### config.mk
export PLATFORM = sky130hd
export DESIGN_NAME = multi_segment_linear_envelope_unit
export DESIGN_NICKNAME = d
export VERILOG_FILES = /design/src/msle_pkg.sv /design/src/msle_ram.sv /design/src/msle_div.sv /design/src/msle_queue.sv /design/src/msle_front.sv /design/src/msle_back.sv /design/src/multi_segment_linear_envelope_unit.sv
export VERILOG_INCLUDE_DIRS = /design/src /design/src/src
export SDC_FILE = /design/constraint.sdc
export NUM_CORES = 2
export LEC_CHECK = 0
export BUFFER_PORTS_ARGS = -buffer_cell sky130_fd_sc_hd__buf_2
export CAP_MARGIN = 10
export CORE_MARGIN = 2
export CORE_UTILIZATION = 36
export CTS_CLUSTER_SIZE = 25
export DETAILED_ROUTE_END_ITERATION = 10
export HOLD_SLACK_MARGIN = 0.1
export PLACE_DENSITY = 0.54
export SLEW_MARGIN = 20
export SYNTH_ARGS = -nofsm -noshare
export SYNTH_HDL_FRONTEND = slang
export SYNTH_SLANG_ARGS = --single-unit
### constraint.sdc
create_clock -name clk -period 10.73 [get_ports clk]
set_input_delay 0 -clock clk [delete_from_list [all_inputs] [get_ports clk]]
set_output_delay 0 -clock clk [all_outputs]
set_load 0.02 [all_outputs]
### src/multi_segment_linear_envelope_unit_macros.svh
// Assertion macros for the envelope unit.
`ifndef MULTI_SEGMENT_LINEAR_ENVELOPE_UNIT_MACROS_SVH
`define MULTI_SEGMENT_LINEAR_ENVELOPE_UNIT_MACROS_SVH

// Same-cycle implication, disabled during reset.
`define MSLE_ASSERT_IMPL(label, clk, rst_n, ante, cons) \
	label: assert property (@(posedge clk) disable iff (!rst_n) (ante) |-> (cons)) \
		else $error("envelope unit: same-cycle check failed");

// Next-cycle implication, disabled during reset.
`define MSLE_ASSERT_NEXT(label, clk, rst_n, ante, cons) \
	label: assert property (@(posedge clk) disable iff (!rst_n) (ante) |=> (cons)) \
		else $error("envelope unit: next-cycle check failed");

`endif

### src/msle_pkg.sv
// Types, constants and codes shared by the envelope unit modules.
`default_nettype none
package msle_pkg;

	localparam int MAX_SEGMENTS = 16;
	localparam int SEG_W        = $clog2(MAX_SEGMENTS);
	localparam int COUNT_W      = $clog2(MAX_SEGMENTS + 1);
	localparam int LEVEL_W      = 24;
	localparam int DUR_W        = 24;
	localparam int FRAC_EXTRA   = 15;
	localparam int ACC_W        = 40;
	localparam int DIV_STEPS    = ACC_W;
	localparam int DIV_CNT_W    = $clog2(DIV_STEPS);
	localparam int QUEUE_DEPTH  = 2;
	localparam int QUEUE_AW     = (QUEUE_DEPTH > 1) ? $clog2(QUEUE_DEPTH) : 1;
	localparam int QUEUE_CNT_W  = $clog2(QUEUE_DEPTH + 1);
	localparam int CFG_IDX_W    = 2;
	localparam int CFG_DATA_W   = 24;

	localparam logic [1:0] KIND_TICK  = 2'd0;
	localparam logic [1:0] KIND_GATE  = 2'd1;
	localparam logic [1:0] KIND_WRITE = 2'd2;

	localparam logic [CFG_IDX_W-1:0] CFG_INITIAL_LEVEL  = 2'd0;
	localparam logic [CFG_IDX_W-1:0] CFG_SEGMENT_COUNT  = 2'd1;
	localparam logic [CFG_IDX_W-1:0] CFG_SUSTAIN_ENABLE = 2'd2;
	localparam logic [CFG_IDX_W-1:0] CFG_SUSTAIN_INDEX  = 2'd3;

	typedef enum logic [1:0] {
		OP_TICK,
		OP_GATE,
		OP_WRITE,
		OP_NONE
	} op_t;

	typedef struct packed {
		logic [1:0]                kind;
		logic                      gate;
		logic [3:0]                seg_index;
		logic signed [LEVEL_W-1:0] seg_target;
		logic [DUR_W-1:0]          seg_duration;
	} in_item_t;

	typedef struct packed {
		logic signed [LEVEL_W-1:0] level;
		logic                      is_active;
		logic                      is_holding;
		logic [3:0]                segment_now;
	} out_item_t;

	typedef struct packed {
		op_t                       op;
		logic                      gate;
		logic [SEG_W-1:0]          index;
		logic signed [LEVEL_W-1:0] target;
		logic [DUR_W-1:0]          duration;
	} q_entry_t;

	typedef struct packed {
		logic empty;
		logic full;
	} q_status_t;

	typedef struct packed {
		logic signed [LEVEL_W-1:0] target;
		logic [DUR_W-1:0]          duration;
	} seg_word_t;

	typedef struct packed {
		logic               start;
		logic [ACC_W-1:0]   dividend;
		logic [DUR_W-1:0]   divisor;
	} div_req_t;

	typedef struct packed {
		logic               busy;
		logic               done;
		logic [ACC_W-1:0]   quotient;
	} div_rsp_t;

endpackage
`default_nettype wire

### src/msle_ram.sv
// Generic RAM: one write port, one read port with registered read data.
`default_nettype none
module msle_ram #(
	parameter int WIDTH = 8,
	parameter int DEPTH = 16
) (
	input  wire logic                     clk,
	input  wire logic                     we,
	input  wire logic [$clog2(DEPTH)-1:0] waddr,
	input  wire logic [WIDTH-1:0]         wdata,
	input  wire logic                     re,
	input  wire logic [$clog2(DEPTH)-1:0] raddr,
	output logic      [WIDTH-1:0]         rdata
);

	logic [WIDTH-1:0] mem_q [DEPTH];

	always_ff @(posedge clk) begin
		if (we) begin
			mem_q[waddr] <= wdata;
		end
		if (re) begin
			rdata <= mem_q[raddr];
		end
	end

endmodule
`default_nettype wire

### src/msle_div.sv
// Iterative restoring divider, one quotient bit a cycle, rounds the quotient up.
`default_nettype none
module msle_div (
	input  wire logic              clk,
	input  wire logic              arst_n,
	input  wire msle_pkg::div_req_t req,
	output msle_pkg::div_rsp_t     rsp
);

	typedef enum logic [1:0] {
		DV_IDLE,
		DV_RUN,
		DV_ROUND
	} dv_state_t;

	dv_state_t                          state_q;
	logic [msle_pkg::DIV_CNT_W-1:0]     cnt_q;
	logic [msle_pkg::ACC_W-1:0]         quot_q;
	logic [msle_pkg::DUR_W-1:0]         rem_q;
	logic [msle_pkg::DUR_W-1:0]         dsr_q;
	logic                               done_q;

	logic [msle_pkg::DUR_W:0]           rem_sh;
	logic [msle_pkg::DUR_W:0]           rem_sub;
	logic                               ge;

	always_comb begin
		rem_sh  = {rem_q, quot_q[msle_pkg::ACC_W-1]};
		rem_sub = rem_sh - {1'b0, dsr_q};
		ge      = rem_sh >= {1'b0, dsr_q};
	end

	always_ff @(posedge clk or negedge arst_n) begin
		if (!arst_n) begin
			state_q <= DV_IDLE;
			cnt_q   <= '0;
			done_q  <= 1'b0;
		end else begin
			done_q <= 1'b0;
			case (state_q)
				DV_IDLE: begin
					if (req.start) begin
						quot_q  <= req.dividend;
						dsr_q   <= req.divisor;
						rem_q   <= '0;
						cnt_q   <= '0;
						state_q <= DV_RUN;
					end
				end
				DV_RUN: begin
					rem_q  <= ge ? rem_sub[msle_pkg::DUR_W-1:0] : rem_sh[msle_pkg::DUR_W-1:0];
					quot_q <= {quot_q[msle_pkg::ACC_W-2:0], ge};
					if (cnt_q == msle_pkg::DIV_CNT_W'(msle_pkg::DIV_STEPS - 1)) begin
						state_q <= DV_ROUND;
					end else begin
						cnt_q <= cnt_q + 1'b1;
					end
				end
				DV_ROUND: begin
					quot_q  <= quot_q + msle_pkg::ACC_W'(rem_q != '0);
					done_q  <= 1'b1;
					state_q <= DV_IDLE;
				end
				default: begin
					state_q <= DV_IDLE;
				end
			endcase
		end
	end

	assign rsp.busy     = state_q != DV_IDLE;
	assign rsp.done     = done_q;
	assign rsp.quotient = quot_q;

endmodule
`default_nettype wire

### src/msle_queue.sv
// Short item queue between the front and the back.
`default_nettype none
module msle_queue (
	input  wire logic                clk,
	input  wire logic                arst_n,
	input  wire logic                push,
	input  wire msle_pkg::q_entry_t  push_entry,
	input  wire logic                pop,
	output msle_pkg::q_entry_t       head,
	output msle_pkg::q_status_t      status
);

	msle_pkg::q_entry_t                entries_q [msle_pkg::QUEUE_DEPTH];
	logic [msle_pkg::QUEUE_AW-1:0]     wr_ptr_q;
	logic [msle_pkg::QUEUE_AW-1:0]     rd_ptr_q;
	logic [msle_pkg::QUEUE_CNT_W-1:0]  count_q;

	function automatic logic [msle_pkg::QUEUE_AW-1:0] ptr_next(
		input logic [msle_pkg::QUEUE_AW-1:0] p
	);
		if (p == msle_pkg::QUEUE_AW'(msle_pkg::QUEUE_DEPTH - 1)) begin
			return '0;
		end
		return p + 1'b1;
	endfunction

	always_ff @(posedge clk) begin
		if (push) begin
			entries_q[wr_ptr_q] <= push_entry;
		end
	end

	always_ff @(posedge clk or negedge arst_n) begin
		if (!arst_n) begin
			wr_ptr_q <= '0;
			rd_ptr_q <= '0;
			count_q  <= '0;
		end else begin
			if (push) begin
				wr_ptr_q <= ptr_next(wr_ptr_q);
			end
			if (pop) begin
				rd_ptr_q <= ptr_next(rd_ptr_q);
			end
			if (push && !pop) begin
				count_q <= count_q + 1'b1;
			end else if (pop && !push) begin
				count_q <= count_q - 1'b1;
			end
		end
	end

	assign head         = entries_q[rd_ptr_q];
	assign status.empty = count_q == '0;
	assign status.full  = count_q == msle_pkg::QUEUE_CNT_W'(msle_pkg::QUEUE_DEPTH);

endmodule
`default_nettype wire

### src/msle_front.sv
// Front: accepts input items, classifies them and pushes them into the queue.
`default_nettype none
module msle_front (
	input  wire logic                 in_valid,
	output logic                      in_stall,
	input  wire msle_pkg::in_item_t   in_item,
	input  wire msle_pkg::q_status_t  q_status,
	output logic                      push,
	output msle_pkg::q_entry_t        push_entry
);

	msle_pkg::op_t op;

	always_comb begin
		case (in_item.kind)
			msle_pkg::KIND_TICK:  op = msle_pkg::OP_TICK;
			msle_pkg::KIND_GATE:  op = msle_pkg::OP_GATE;
			msle_pkg::KIND_WRITE: begin
				// drop writes beyond the table
				if (32'(in_item.seg_index) < msle_pkg::MAX_SEGMENTS) begin
					op = msle_pkg::OP_WRITE;
				end else begin
					op = msle_pkg::OP_NONE;
				end
			end
			default: op = msle_pkg::OP_NONE;
		endcase
	end

	assign in_stall            = q_status.full;
	assign push                = in_valid && !q_status.full;
	assign push_entry.op       = op;
	assign push_entry.gate     = in_item.gate;
	assign push_entry.index    = msle_pkg::SEG_W'(in_item.seg_index);
	assign push_entry.target   = in_item.seg_target;
	assign push_entry.duration = in_item.seg_duration;

endmodule
`default_nettype wire

### src/msle_back.sv
// Back: configuration, envelope state, segment entry and result register.
`default_nettype none
module msle_back (
	input  wire logic                               clk,
	input  wire logic                               arst_n,
	input  wire logic                               cfg_we,
	input  wire logic [msle_pkg::CFG_IDX_W-1:0]     cfg_index,
	input  wire logic [msle_pkg::CFG_DATA_W-1:0]    cfg_data,
	input  wire msle_pkg::q_entry_t                 q_head,
	input  wire msle_pkg::q_status_t                q_status,
	output logic                                    q_pop,
	output logic                                    ram_we,
	output logic [msle_pkg::SEG_W-1:0]              ram_waddr,
	output msle_pkg::seg_word_t                     ram_wdata,
	output logic                                    ram_re,
	output logic [msle_pkg::SEG_W-1:0]              ram_raddr,
	input  wire msle_pkg::seg_word_t                ram_rdata,
	output msle_pkg::div_req_t                      div_req,
	input  wire msle_pkg::div_rsp_t                 div_rsp,
	output logic                                    out_valid,
	input  wire logic                               out_stall,
	output msle_pkg::out_item_t                     out_item
);

	typedef enum logic [1:0] {
		ST_IDLE,
		ST_LOAD,
		ST_DIV,
		ST_EMIT
	} bk_state_t;

	localparam int EXT_W = msle_pkg::ACC_W - msle_pkg::LEVEL_W - msle_pkg::FRAC_EXTRA;

	bk_state_t                                 state_q;
	logic signed [msle_pkg::LEVEL_W-1:0]       init_lvl_q;
	logic [msle_pkg::COUNT_W-1:0]              seg_count_q;
	logic                                      sus_en_q;
	logic [msle_pkg::SEG_W-1:0]                sus_idx_q;
	logic signed [msle_pkg::ACC_W-1:0]         level_acc_q;
	logic signed [msle_pkg::ACC_W-1:0]         slope_q;
	logic [msle_pkg::SEG_W-1:0]                cursor_q;
	logic                                      running_q;
	logic                                      holding_q;
	logic                                      gate_last_q;
	logic signed [msle_pkg::LEVEL_W-1:0]       cur_tgt_q;
	logic signed [msle_pkg::LEVEL_W-1:0]       prev_q;
	logic [msle_pkg::SEG_W-1:0]                next_idx_q;
	logic                                      neg_q;
	logic                                      out_valid_q;
	msle_pkg::out_item_t                       out_q;

	logic signed [msle_pkg::ACC_W-1:0]         tgt_w;
	logic signed [msle_pkg::ACC_W-1:0]         init_w;
	logic signed [msle_pkg::ACC_W:0]           rem_w;
	logic signed [msle_pkg::ACC_W:0]           slope_x;
	logic                                      arrived;
	logic [msle_pkg::COUNT_W-1:0]              eff_cnt;
	logic                                      is_last;
	logic                                      sus_ok;
	logic [msle_pkg::SEG_W-1:0]                cursor_inc;
	logic signed [msle_pkg::LEVEL_W:0]         diff;
	logic [msle_pkg::LEVEL_W:0]                diff_neg;
	logic [msle_pkg::LEVEL_W-1:0]              mag;
	logic [msle_pkg::DUR_W-1:0]                dur_eff;
	logic                                      out_free;

	always_comb begin
		tgt_w   = {{EXT_W{cur_tgt_q[msle_pkg::LEVEL_W-1]}}, cur_tgt_q,
			{msle_pkg::FRAC_EXTRA{1'b0}}};
		init_w  = {{EXT_W{init_lvl_q[msle_pkg::LEVEL_W-1]}}, init_lvl_q,
			{msle_pkg::FRAC_EXTRA{1'b0}}};
		rem_w   = {tgt_w[msle_pkg::ACC_W-1], tgt_w}
			- {level_acc_q[msle_pkg::ACC_W-1], level_acc_q};
		slope_x = {slope_q[msle_pkg::ACC_W-1], slope_q};
		if (slope_q == '0) begin
			arrived = 1'b1;
		end else if (slope_q[msle_pkg::ACC_W-1]) begin
			arrived = rem_w >= slope_x;
		end else begin
			arrived = rem_w <= slope_x;
		end
		eff_cnt = (seg_count_q > msle_pkg::COUNT_W'(msle_pkg::MAX_SEGMENTS))
			? msle_pkg::COUNT_W'(msle_pkg::MAX_SEGMENTS) : seg_count_q;
		cursor_inc = cursor_q + 1'b1;
		is_last = (msle_pkg::COUNT_W'(cursor_q) + 1'b1) >= eff_cnt;
		sus_ok  = sus_en_q && (msle_pkg::COUNT_W'(sus_idx_q) < eff_cnt);

		diff     = {ram_rdata.target[msle_pkg::LEVEL_W-1], ram_rdata.target}
			- {prev_q[msle_pkg::LEVEL_W-1], prev_q};
		diff_neg = '0 - diff;
		mag      = diff[msle_pkg::LEVEL_W] ? diff_neg[msle_pkg::LEVEL_W-1:0]
			: diff[msle_pkg::LEVEL_W-1:0];
		dur_eff  = (ram_rdata.duration == '0) ? msle_pkg::DUR_W'(1) : ram_rdata.duration;

		out_free = !out_valid_q || !out_stall;
	end

	assign q_pop     = (state_q == ST_IDLE) && !q_status.empty;
	assign ram_we    = q_pop && (q_head.op == msle_pkg::OP_WRITE);
	assign ram_waddr = q_head.index;
	assign ram_wdata = '{target: q_head.target, duration: q_head.duration};
	assign ram_re    = q_pop;
	assign ram_raddr = (q_head.op == msle_pkg::OP_GATE) ? '0 : cursor_inc;

	assign div_req.start    = state_q == ST_LOAD;
	assign div_req.dividend = msle_pkg::ACC_W'({mag, {msle_pkg::FRAC_EXTRA{1'b0}}});
	assign div_req.divisor  = dur_eff;

	always_ff @(posedge clk or negedge arst_n) begin
		if (!arst_n) begin
			state_q     <= ST_IDLE;
			init_lvl_q  <= '0;
			seg_count_q <= '0;
			sus_en_q    <= 1'b0;
			sus_idx_q   <= '0;
			level_acc_q <= '0;
			slope_q     <= '0;
			cursor_q    <= '0;
			running_q   <= 1'b0;
			holding_q   <= 1'b0;
			gate_last_q <= 1'b0;
			out_valid_q <= 1'b0;
		end else begin
			if (cfg_we) begin
				case (cfg_index)
					msle_pkg::CFG_INITIAL_LEVEL:  init_lvl_q  <= cfg_data[msle_pkg::LEVEL_W-1:0];
					msle_pkg::CFG_SEGMENT_COUNT:  seg_count_q <= cfg_data[msle_pkg::COUNT_W-1:0];
					msle_pkg::CFG_SUSTAIN_ENABLE: sus_en_q    <= cfg_data[0];
					msle_pkg::CFG_SUSTAIN_INDEX:  sus_idx_q   <= cfg_data[msle_pkg::SEG_W-1:0];
					default: ;
				endcase
			end

			if (state_q == ST_EMIT && out_free) begin
				out_valid_q <= 1'b1;
			end else if (out_valid_q && !out_stall) begin
				out_valid_q <= 1'b0;
			end

			case (state_q)
				ST_IDLE: begin
					if (!q_status.empty) begin
						case (q_head.op)
							msle_pkg::OP_TICK: begin
								if (!running_q) begin
									level_acc_q <= '0;
									state_q     <= ST_EMIT;
								end else if (holding_q) begin
									state_q <= ST_EMIT;
								end else if (!arrived) begin
									level_acc_q <= level_acc_q + slope_q;
									state_q     <= ST_EMIT;
								end else if (sus_ok && cursor_q == sus_idx_q && gate_last_q) begin
									level_acc_q <= tgt_w;
									holding_q   <= 1'b1;
									state_q     <= ST_EMIT;
								end else if (is_last) begin
									running_q   <= 1'b0;
									holding_q   <= 1'b0;
									cursor_q    <= '0;
									slope_q     <= '0;
									level_acc_q <= '0;
									state_q     <= ST_EMIT;
								end else begin
									level_acc_q <= tgt_w;
									prev_q      <= cur_tgt_q;
									next_idx_q  <= cursor_inc;
									state_q     <= ST_LOAD;
								end
							end
							msle_pkg::OP_GATE: begin
								gate_last_q <= q_head.gate;
								if (q_head.gate && !gate_last_q && eff_cnt != '0) begin
									running_q   <= 1'b1;
									holding_q   <= 1'b0;
									level_acc_q <= init_w;
									prev_q      <= init_lvl_q;
									next_idx_q  <= '0;
									state_q     <= ST_LOAD;
								end else begin
									if (!q_head.gate && gate_last_q) begin
										holding_q <= 1'b0;
									end
									state_q <= ST_EMIT;
								end
							end
							msle_pkg::OP_WRITE: begin
								// keep the live target in step with the table
								if (q_head.index == cursor_q) begin
									cur_tgt_q <= q_head.target;
								end
								state_q <= ST_EMIT;
							end
							default: begin
								state_q <= ST_EMIT;
							end
						endcase
					end
				end
				ST_LOAD: begin
					cur_tgt_q <= ram_rdata.target;
					cursor_q  <= next_idx_q;
					neg_q     <= diff[msle_pkg::LEVEL_W];
					state_q   <= ST_DIV;
				end
				ST_DIV: begin
					if (div_rsp.done) begin
						slope_q <= neg_q ? ('0 - div_rsp.quotient) : div_rsp.quotient;
						state_q <= ST_EMIT;
					end
				end
				ST_EMIT: begin
					if (out_free) begin
						out_q.level       <= running_q
							? level_acc_q[msle_pkg::FRAC_EXTRA +: msle_pkg::LEVEL_W] : '0;
						out_q.is_active   <= running_q;
						out_q.is_holding  <= holding_q;
						out_q.segment_now <= running_q ? 4'(cursor_q) : 4'd0;
						state_q           <= ST_IDLE;
					end
				end
				default: begin
					state_q <= ST_IDLE;
				end
			endcase
		end
	end

	assign out_valid = out_valid_q;
	assign out_item  = out_q;

endmodule
`default_nettype wire

### src/multi_segment_linear_envelope_unit.sv
// An accepted item passes the queue and the back's idle and emit states; its result is
// registered on leaving emit, which an output stall holds. A tick or rising gate that
// enters a segment also passes the load and slope-division states. The back takes one item
// at a time; the 40-step divider slows segment entry; the two-entry queue absorbs bursts.
// Reset: asynchronous, active low; clears configuration, envelope state and queue.
// Segment table contents are undefined until written.
`default_nettype none
`include "multi_segment_linear_envelope_unit_macros.svh"
module multi_segment_linear_envelope_unit (
	input  wire logic                               clk,
	input  wire logic                               arst_n,
	input  wire logic                               cfg_we,
	input  wire logic [msle_pkg::CFG_IDX_W-1:0]     cfg_index,
	input  wire logic [msle_pkg::CFG_DATA_W-1:0]    cfg_data,
	input  wire logic                               in_valid,
	output logic                                    in_stall,
	input  wire msle_pkg::in_item_t                 in_item,
	output logic                                    out_valid,
	input  wire logic                               out_stall,
	output msle_pkg::out_item_t                     out_item
);

	msle_pkg::q_status_t            q_status;
	msle_pkg::q_entry_t             q_push_entry;
	msle_pkg::q_entry_t             q_head;
	logic                           q_push;
	logic                           q_pop;
	logic                           ram_we;
	logic [msle_pkg::SEG_W-1:0]     ram_waddr;
	msle_pkg::seg_word_t            ram_wdata;
	logic                           ram_re;
	logic [msle_pkg::SEG_W-1:0]     ram_raddr;
	msle_pkg::seg_word_t            ram_rdata;
	msle_pkg::div_req_t             div_req;
	msle_pkg::div_rsp_t             div_rsp;

	msle_front u_front (
		.in_valid   (in_valid),
		.in_stall   (in_stall),
		.in_item    (in_item),
		.q_status   (q_status),
		.push       (q_push),
		.push_entry (q_push_entry)
	);

	msle_queue u_queue (
		.clk        (clk),
		.arst_n     (arst_n),
		.push       (q_push),
		.push_entry (q_push_entry),
		.pop        (q_pop),
		.head       (q_head),
		.status     (q_status)
	);

	msle_ram #(
		.WIDTH ($bits(msle_pkg::seg_word_t)),
		.DEPTH (msle_pkg::MAX_SEGMENTS)
	) u_table (
		.clk   (clk),
		.we    (ram_we),
		.waddr (ram_waddr),
		.wdata (ram_wdata),
		.re    (ram_re),
		.raddr (ram_raddr),
		.rdata (ram_rdata)
	);

	msle_div u_div (
		.clk    (clk),
		.arst_n (arst_n),
		.req    (div_req),
		.rsp    (div_rsp)
	);

	msle_back u_back (
		.clk       (clk),
		.arst_n    (arst_n),
		.cfg_we    (cfg_we),
		.cfg_index (cfg_index),
		.cfg_data  (cfg_data),
		.q_head    (q_head),
		.q_status  (q_status),
		.q_pop     (q_pop),
		.ram_we    (ram_we),
		.ram_waddr (ram_waddr),
		.ram_wdata (ram_wdata),
		.ram_re    (ram_re),
		.ram_raddr (ram_raddr),
		.ram_rdata (ram_rdata),
		.div_req   (div_req),
		.div_rsp   (div_rsp),
		.out_valid (out_valid),
		.out_stall (out_stall),
		.out_item  (out_item)
	);

	`MSLE_ASSERT_NEXT(a_push_lands, clk, arst_n, q_push, !q_status.empty)
	`MSLE_ASSERT_IMPL(a_pop_nonempty, clk, arst_n, q_pop, !q_status.empty)
	`MSLE_ASSERT_IMPL(a_div_start_idle, clk, arst_n, div_req.start, !div_rsp.busy)

endmodule
`default_nettype wire
=== Word-level counts from Yosys, hierarchy flattened ===
Memories as Yosys holds them, arrays and structs flattened. A register that Yosys moved wholly into a read port is not among the register bits.
Index checks and enable logic that the tools add are counted.

* $add $sub $neg: 14
* $lt $le $gt $ge: 6
* Eq/ne operators: 38
* Mux-type cells: 102
* Bitwise gates (word level): 1
* Reduce and logical (&&, ||, !) cells: 59

{| class="wikitable"
|+ Operator list
! cell !! number
|-
| 2-to-1 mux 40 bit || 16
|-
| 2-to-1 mux 24 bit || 12
|-
| one-hot mux 40 bit (2 select lines) || 2
|-
| one-hot mux 24 bit (2 select lines) || 3
|-
| one-hot mux 40 bit (3 select lines) || 1
|-
| 2-to-1 mux 4 bit || 14
|-
| >= comparator 41 x 40 -> 1 bit || 1
|-
| <= comparator 41 x 40 -> 1 bit || 1
|-
| subtractor 39 x 40 -> 41 bit || 1
|-
| adder 40 x 1 -> 40 bit || 1
|-
| adder 40 bit || 1
|-
| logical NOT 40 bit || 1
|-
| subtractor 1 x 40 -> 40 bit, first input constant || 1
|-
| 2-to-1 mux 1 bit || 29
|-
| 2-to-1 mux 2 bit || 13
|-
| != test 2 bit, second input constant || 13
|-
| >= comparator 25 x 24 -> 1 bit || 1
|-
| subtractor 24 x 24 -> 25 bit || 1
|-
| logical NOT 24 bit || 1
|-
| nonzero test 24 bit || 1
|-
| subtractor 1 x 24 -> 24 bit, first input constant || 1
|-
| subtractor 24 bit || 1
|-
| AND reduction 3 bit || 7
|-
| equality test 2 bit, second input constant || 8
|-
| 36 further kinds || 89
|}

* Register bits after elaboration: 308
* RAM bits: 878
* Input port bits: 86
* Output and inout port bits: 32
* Word-level logic and storage cells: 251
* Memories: 2

{| class="wikitable"
|+ Memory list
! name !! depth !! bits a word !! rd ports !! clocked after memory_dff !! wr ports !! line !! RTL
|-
| u_table.mem_q || 16 || 48 || 1 || 1 || 1 || msle_ram.sv:16 || <nowiki>logic [WIDTH-1:0] mem_q [DEPTH];</nowiki>
|-
| u_queue.entries_q || 2 || 55 || 1 || 0 || 1 || msle_queue.sv:13 || <nowiki>msle_pkg::q_entry_t entries_q [msle_pkg::QUEUE_DEPTH];</nowiki>
|}

=== Depth between registers and ports, before layout ===
* Word-level depth: 13
* Mapped depth: 26
* Depth with buffers taken out: 23

=== Modules after synthesis ===
A second synthesis with hierarchy kept.

* Cells, all modules: 4065
* Area total of the unflattened synthesis: 57986.9 um^2

{| class="wikitable"
|+ Modules (own cells, without submodules)
! module !! instances !! cells an instance !! area each (um^2) !! seq. area each (um^2)
|-
| msle_ram || 1 || 1242 || 30171.4 || 24503.5
|-
| msle_back || 1 || 1906 || 16649.7 || 5595.4
|-
| msle_div || 1 || 673 || 6418.7 || 2867.8
|-
| msle_queue || 1 || 187 || 4320.4 || 3403.3
|-
| msle_front || 1 || 57 || 426.7 || 0.0
|}

=== Least setup slack after synthesis ===
OpenSTA, ideal clock, no wires.

* Path kind: register to register
* Start: reg u_back.cur_tgt_q[8] (netlist name)
* End: reg u_back.next_idx_q[0] (netlist name) (enable)
* Library setup time: 388 ps
* Arrival time: 5380 ps
* Required time: 10342 ps
* Setup slack: 4962 ps
* Cell stages (with the launch flop): 24
* Buffers on the path: 2
* Clock period less this slack: 5768 ps
* Cell sequence: edfxtp_1 -> ha_1 -> a21o_1 -> a21o_1 -> a2111oi_0 -> o41a_1 -> nand2_1 -> a41o_1 -> o41ai_1 -> o221ai_1 -> nor3_1 -> mux2_2 -> ha_1 -> nand4_1 -> nor2_1 -> nand3_1 -> nor3_1 -> o21ai_1 -> and3_1 -> or2_1 -> clkbuf_1 -> buf_2 -> o21ai_0 -> and3_1

* Longest elaborated chain between the ends: 6
* Elaborated cells between the ends (all ways): 7
* Classes of those cells: add/sub (1); order compare (2); eq/ne (1); mux (2); reduce/logical (1)

{| class="wikitable"
|+ Ends and longest elaborated chain
! element !! line !! RTL
|-
| start: declaration || msle_back.sv:45 || <nowiki>logic signed [msle_pkg::LEVEL_W-1:0] cur_tgt_q;</nowiki>
|-
| start signal: assignment || msle_back.sv:190 || <nowiki>cur_tgt_q <= q_head.target;</nowiki>
|-
| start signal: assignment || msle_back.sv:201 || <nowiki>cur_tgt_q <= ram_rdata.target;</nowiki>
|-
| subtractor 39 x 40 -> 41 bit (*) || msle_back.sv:73 || <nowiki>- {level_acc_q[msle_pkg::ACC_W-1], level_acc_q};</nowiki>
|-
| <= comparator 41 x 40 -> 1 bit / >= comparator 41 x 40 -> 1 bit (equally long branches) || msle_back.sv:80, msle_back.sv:78 ||
|-
| 2-to-1 mux 1 bit (*) || msle_back.sv:77 || <nowiki>end else if (slope_q[msle_pkg::ACC_W-1]) begin</nowiki>
|-
| 2-to-1 mux 1 bit (*) || msle_back.sv:75 || <nowiki>if (slope_q == '0) begin</nowiki>
|-
| != test 2 x 1 -> 1 bit (no source line) (*) || -- ||
|-
| AND reduction 10 bit (no source line) (*) || -- ||
|-
| end signal: assignment || msle_back.sv:167 || <nowiki>next_idx_q <= cursor_inc;</nowiki>
|-
| end: declaration || msle_back.sv:47 || <nowiki>logic [msle_pkg::SEG_W-1:0] next_idx_q;</nowiki>
|}

Mark *: on every way between the ends. The rest lies on a longest branch, timed or not.
A chain may end at the register's enable or synchronous reset.

=== Worst setup path after layout ===
* Start: reg u_back.level_acc_q[23] (netlist name)
* End: reg u_back.prev_q[12] (netlist name) (enable)

* Longest elaborated chain between the ends: 6
* Elaborated cells between the ends (all ways): 7
* Classes of those cells: add/sub (1); order compare (2); eq/ne (1); mux (2); reduce/logical (1)

{| class="wikitable"
|+ Ends and longest elaborated chain
! element !! line !! RTL
|-
| start: declaration || msle_back.sv:39 || <nowiki>logic signed [msle_pkg::ACC_W-1:0] level_acc_q;</nowiki>
|-
| start signal: assignment || msle_back.sv:151 || <nowiki>level_acc_q <= level_acc_q + slope_q;</nowiki>
|-
| start signal: assignment || msle_back.sv:154 || <nowiki>level_acc_q <= tgt_w;</nowiki>
|-
| start signal: assignment || msle_back.sv:165 || <nowiki>level_acc_q <= tgt_w;</nowiki>
|-
| subtractor 39 x 40 -> 41 bit (*) || msle_back.sv:73 ||
|-
| <= comparator 41 x 40 -> 1 bit / >= comparator 41 x 40 -> 1 bit (equally long branches) || msle_back.sv:80, msle_back.sv:78 ||
|-
| 2-to-1 mux 1 bit (*) || msle_back.sv:77 ||
|-
| 2-to-1 mux 1 bit (*) || msle_back.sv:75 ||
|-
| != test 2 x 1 -> 1 bit (no source line) (*) || -- ||
|-
| AND reduction 10 bit (no source line) (*) || -- ||
|-
| end signal: assignment || msle_back.sv:166 || <nowiki>prev_q <= cur_tgt_q;</nowiki>
|-
| end signal: assignment || msle_back.sv:177 || <nowiki>prev_q <= init_lvl_q;</nowiki>
|-
| end: declaration || msle_back.sv:46 || <nowiki>logic signed [msle_pkg::LEVEL_W-1:0] prev_q;</nowiki>
|}

Marks and branches as above.

==> flow_results.org <==
** Setup path
- At the worst endpoint, the arrival time is 6820 ps.
- The worst setup path is launched from a flop.
- Sequence of cells on the critical path :: inv_1 > ha_1 > a21o_1 > a21o_1 > a2111oi_0 > o41a_1 > nand2_1 > a41o_1 > o41ai_1 > o221ai_1 > nor3_1 > mux2_2 > ha_1 > nand4_1 > nor2_1 > nand3_1 > nor3_1 > a211oi_1 > and3_1 > or2_1 > buf_4 > o21ai_0 > and3_2
- In this design, the largest share of critical-path delay is due to compound AO/OA/AOI/OAI gates.
- Startpoint of the worst-slack reg-to-reg timing path :: u_back.level_acc_q[23]
- Endpoint class of the critical path :: flop
- The worst register-to-register path ends at u_back.prev_q[12].
- Worst R2R Path Depth :: 23
- In this run the worst path has a maximum fanout of 28.
- The number of buffers and inverters on the critical path is 2.
- Worst reg2reg setup slack :: 4300 ps
- Critical path's largest stage delay :: 610 ps
- For this design, the slowest cell found on the critical path is sky130_fd_sc_hd__and3_2.
- CP Data Required Time :: 11,120 ps
- The critical path in this run is classified as flop to flop.
- Stages on the worst setup path :: 23

** Final layout
- Fraction of layout cells with a size suffix above 1 :: 15.11%
- Post-layout util :: 41.88%
- The net count of the finished layout is 5,065.
- Area Growth Syn to Fin :: 15.52%
- Fill cell count :: 15,010

** Logic synthesis
- During synthesis, Yosys emitted a total of 0 warnings.
- Number of enable flip-flop cells after synthesis :: 1,097
- Yosys cell types :: 91
- Counting every instance in the synthesized netlist gives 4,578.
- After synthesis the cells add up to 0.05900 mm^2.
- Most common flop cell mapped by yosys :: sky130_fd_sc_hd__edfxtp_1
- For this run, the register share of the synthesized area comes to 61.64%.
- Post-synthesis async set-or-reset flop share :: 11.10%
- The synthesized design contains 1,234 register bits.
- Averaged over all synthesized cells, the footprint is 12.89 um^2.
- The number of nets in the synthesized netlist is 4,844.

** GRT
- Entering global routing, the biggest net connects 98 pins.
- Total gr overflow :: 0
- Wire length of the first global-routing pass :: 246,100 um
- Overall global routing resource usage :: 19.31%
- Vias in the first global route :: 37,900
- The initial antenna violation count is 7.

** Timing
- Max frequency :: 155.5 MHz
- Post-route worst setup slack :: 4300 ps
- Clock skew after layout :: 30.21 ps
- Max-slew headroom :: 29.31%
- The total count of hold-check failures in the final report is 0.
- Dividing the final minimum period by the clock period gives 59.93%.
- Pins Over Slew Limit :: 0
- Tightest Pin Transition :: 1051 ps
- Final critical path time including I/O delays and setup :: 6430 ps
- Final worst hold slack :: 181.3 ps
- Count of endpoints failing setup in the final report :: 0
- In the final timing run, aggregate negative setup slack is 0 ps.
- Setup repair after global routing left no endpoint under its margin.

** Clock network
- Largest buffer count on any clock path :: 3
- Clock tree synthesis selected as its root buffer the cell sky130_fd_sc_hd__clkbuf_16.
- Clock transition time at the flip-flop clock pins of the worst setup and hold paths :: 60 ps
- In this run the post-CTS setup repair buffer count came out at 0.
- Latest clock arrival within the worst-skew pair :: 780 ps
- Quantity of gates resized following cts :: 0
- The clock tree synthesis step divided the H-tree into 4 levels.
- CTS tree :: built
- TritonCTS created 139 clock buffers.
- Clk sink count :: 1,234

** Routing
- ANT nets after route :: 0
- Average wire per standard cell :: 23.19 um
- Starting DRC count in detailed routing :: 3,132
- The first detailed-routing pass took 7 iterations.
- In the routed layout, each cell is associated on average with a via count of 5.439.
- Routed wire length :: 164,200 um
- Via count of the routed design :: 38,516
- In the routed design, unresolved DRC markers number 0.

** Place
- Final RePlAce weighted congestion :: 0.8857
- Once detailed placement completed, the half-perimeter wirelength came to 99,960 um.
- Worst slack after detailed placement :: 4012 ps
- IO buf count :: 117

** Die
- Chip height :: 408.8 um
- Initial cell density of the core :: 36.25%
- In this run the horizontal extent of the chip is 408.8 um.
- The die covers 0.1672 mm^2.
- In this run the core area contains 148 standard-cell rows.
- 118 I/O pins were placed.
- Placeable core area :: 0.1628 mm^2

** Power
- In this run the power density over the cells is 318.9 mW/mm^2.
- Summed over all cells, the static leakage comes to 24.25 nW.
- The worst-case IR drop observed on VDD is 0.2276 mV.

** Hold path
- Startpoint of the worst hold path :: in_valid
- The path class of the tightest hold or removal check is input port to flop.
- For hold timing, the worst endpoint is u_queue.wr_ptr_q.
- Count of cells along the worst hold path :: 4

** Outcome
- The flow ran to the end, and the final reports show no timing, DRC or antenna violations.

** Job
- Number of max-cap violations :: 0
flip-flops by register name (all words and copies together), names as in the netlist, 2 cells and up:
name                count
u_back.cursor_q         4
u_table.mem_q         768
u_queue.count_q         2
u_div.dsr_q            24
u_back.sus_idx_q        4
u_queue.entries_q     110
u_div.rem_q            24
u_div.quot_q           40
u_back.cur_tgt_q       24
u_back.slope_q         40
u_back.init_lvl_q      24
u_back.level_acc_q     40
u_back.seg_count_q      5
u_back.prev_q          24
u_table.rdata          48
u_back.state_q          2
u_back.next_idx_q       4
u_back.out_item        30
u_div.state_q           2
u_div.cnt_q             6
metal layers:
| metal | track usage, % | vias up | share of wire [%] |
|---|---|---|---|
| li1 | - | 17959 | - |
| met1 | 27.30 | 19324 | 46 |
| met4 | 4.899 | 0 | 2.1 |
| met3 | 2.609 | 211 | 5.0 |
| met5 | 0 | - | 0 |
| met2 | 31.26 | 1022 | 47 |
worst register-to-register path, delay by kind of cell, from the launching register on:
family	cells	cell delay [ps]
AOI/OAI and AO/OA	9	2490
DFF	1	380
and+or+nand+nor	9	2120
muxes	1	190
adders and majority gates	2	530
buffers and inverters	2	330
what timing repair did:
item | in CTS | in global routing
hold buffers | 189 | 0
setup endpoints to repair | 0 | 0
endpoints found under the hold margin | 341 | 0
stage by stage:
step	instance area, um^2	cells	total power [mW]
after detailed placement	61940	6643	17.20
after global routing	68160	7080	23.07
after global placement	61920	6642	17.12
final	68160	7082	21.74
after floorplan	59000	4578	13.94
after CTS	68120	7078	21.83
cells in the final DEF (no fill, tap or decap), drive strengths merged, types with 52 or more instances in the layout:
| master | Yosys | layout |
|---|---|---|
| nor3 | 53 | 53 |
| o22ai | 52 | 52 |
| mux2 | 307 | 307 |
| xor2 | 82 | 82 |
| dlygate4sd3 | 0 | 188 |
| inv | 168 | 174 |
| xnor2 | 116 | 116 |
| ha | 177 | 177 |
| buf | 42 | 182 |
| nand3 | 82 | 82 |
| o21ai | 163 | 163 |
| edfxtp | 1097 | 1097 |
| a21oi | 365 | 365 |
| mux2i | 133 | 133 |
| o31ai | 72 | 72 |
| nor2 | 204 | 204 |
| a221oi | 113 | 113 |
| clkbuf | 248 | 189 |
| nand2 | 300 | 300 |
| a21o | 73 | 73 |
| o211ai | 65 | 65 |
| dfrtp | 137 | 137 |
synthesized netlist by cell type, drive strengths merged (113+ instances only):
master	count	area (um^2)
a221oi	113	989.7
mux2	307	3457
nand2	300	1126
a21oi	365	1831
xnor2	116	1016
ha	177	2215
nor2	204	765.7
o21ai	163	819.5
dfrtp	137	3428
mux2i	133	1331
inv	168	630.6
edfxtp	1097	32940
clkbuf	248	930.9
power breakdown:
group          switching, mW  total (mW)  internal [mW]
logic                   6.45        9.96           3.52
clock network           1.94        4.50           2.56
registers              0.740        7.28           6.54
cells by family after synthesis:
kind of cell,Yosys count,share of synthesized area (%)
multiplexers,440,8.115
XOR/XNOR,198,2.939
flip-flops,1234,61.64
buffers and inverters,460,2.984
adder cells (fa/ha/maj),180,3.855
AND/OR/NAND/NOR,911,7.441
AO/OA/AOI/OAI,1155,13.02
worst max path at each step:
stage / from / endpoint / slack (ps)
floorplan: u_back.cur_tgt_q[8] / u_back.next_idx_q[0] / 4960
global placement: u_back.cur_tgt_q[8] / u_back.next_idx_q[1] / 4140
detailed placement: u_back.cur_tgt_q[8] / u_back.prev_q[11] / 4010
CTS: u_back.level_acc_q[23] / u_back.prev_q[12] / 3970
global route: u_back.level_acc_q[23] / u_back.next_idx_q[3] / 3750
finish: u_back.level_acc_q[23] / u_back.prev_q[12] / 4300
layout make-up:
type                            count  area [um^2]  share of cell area [%]
Inverter                          170        638.1                  0.9362
Antenna cell                        3        7.507                 0.01101
Timing Repair Buffer              370         3034                   4.451
Clock inverter                     57        474.2                  0.6957
Multi-Input combinational cell   2884        21120                   30.98
Sequential cell                  1234        36380                   53.37
Clock buffer                      189         3791                   5.562
Tap cell                         2175         2721                   3.993
Note: power is estimated with default switching activity, not from simulation.
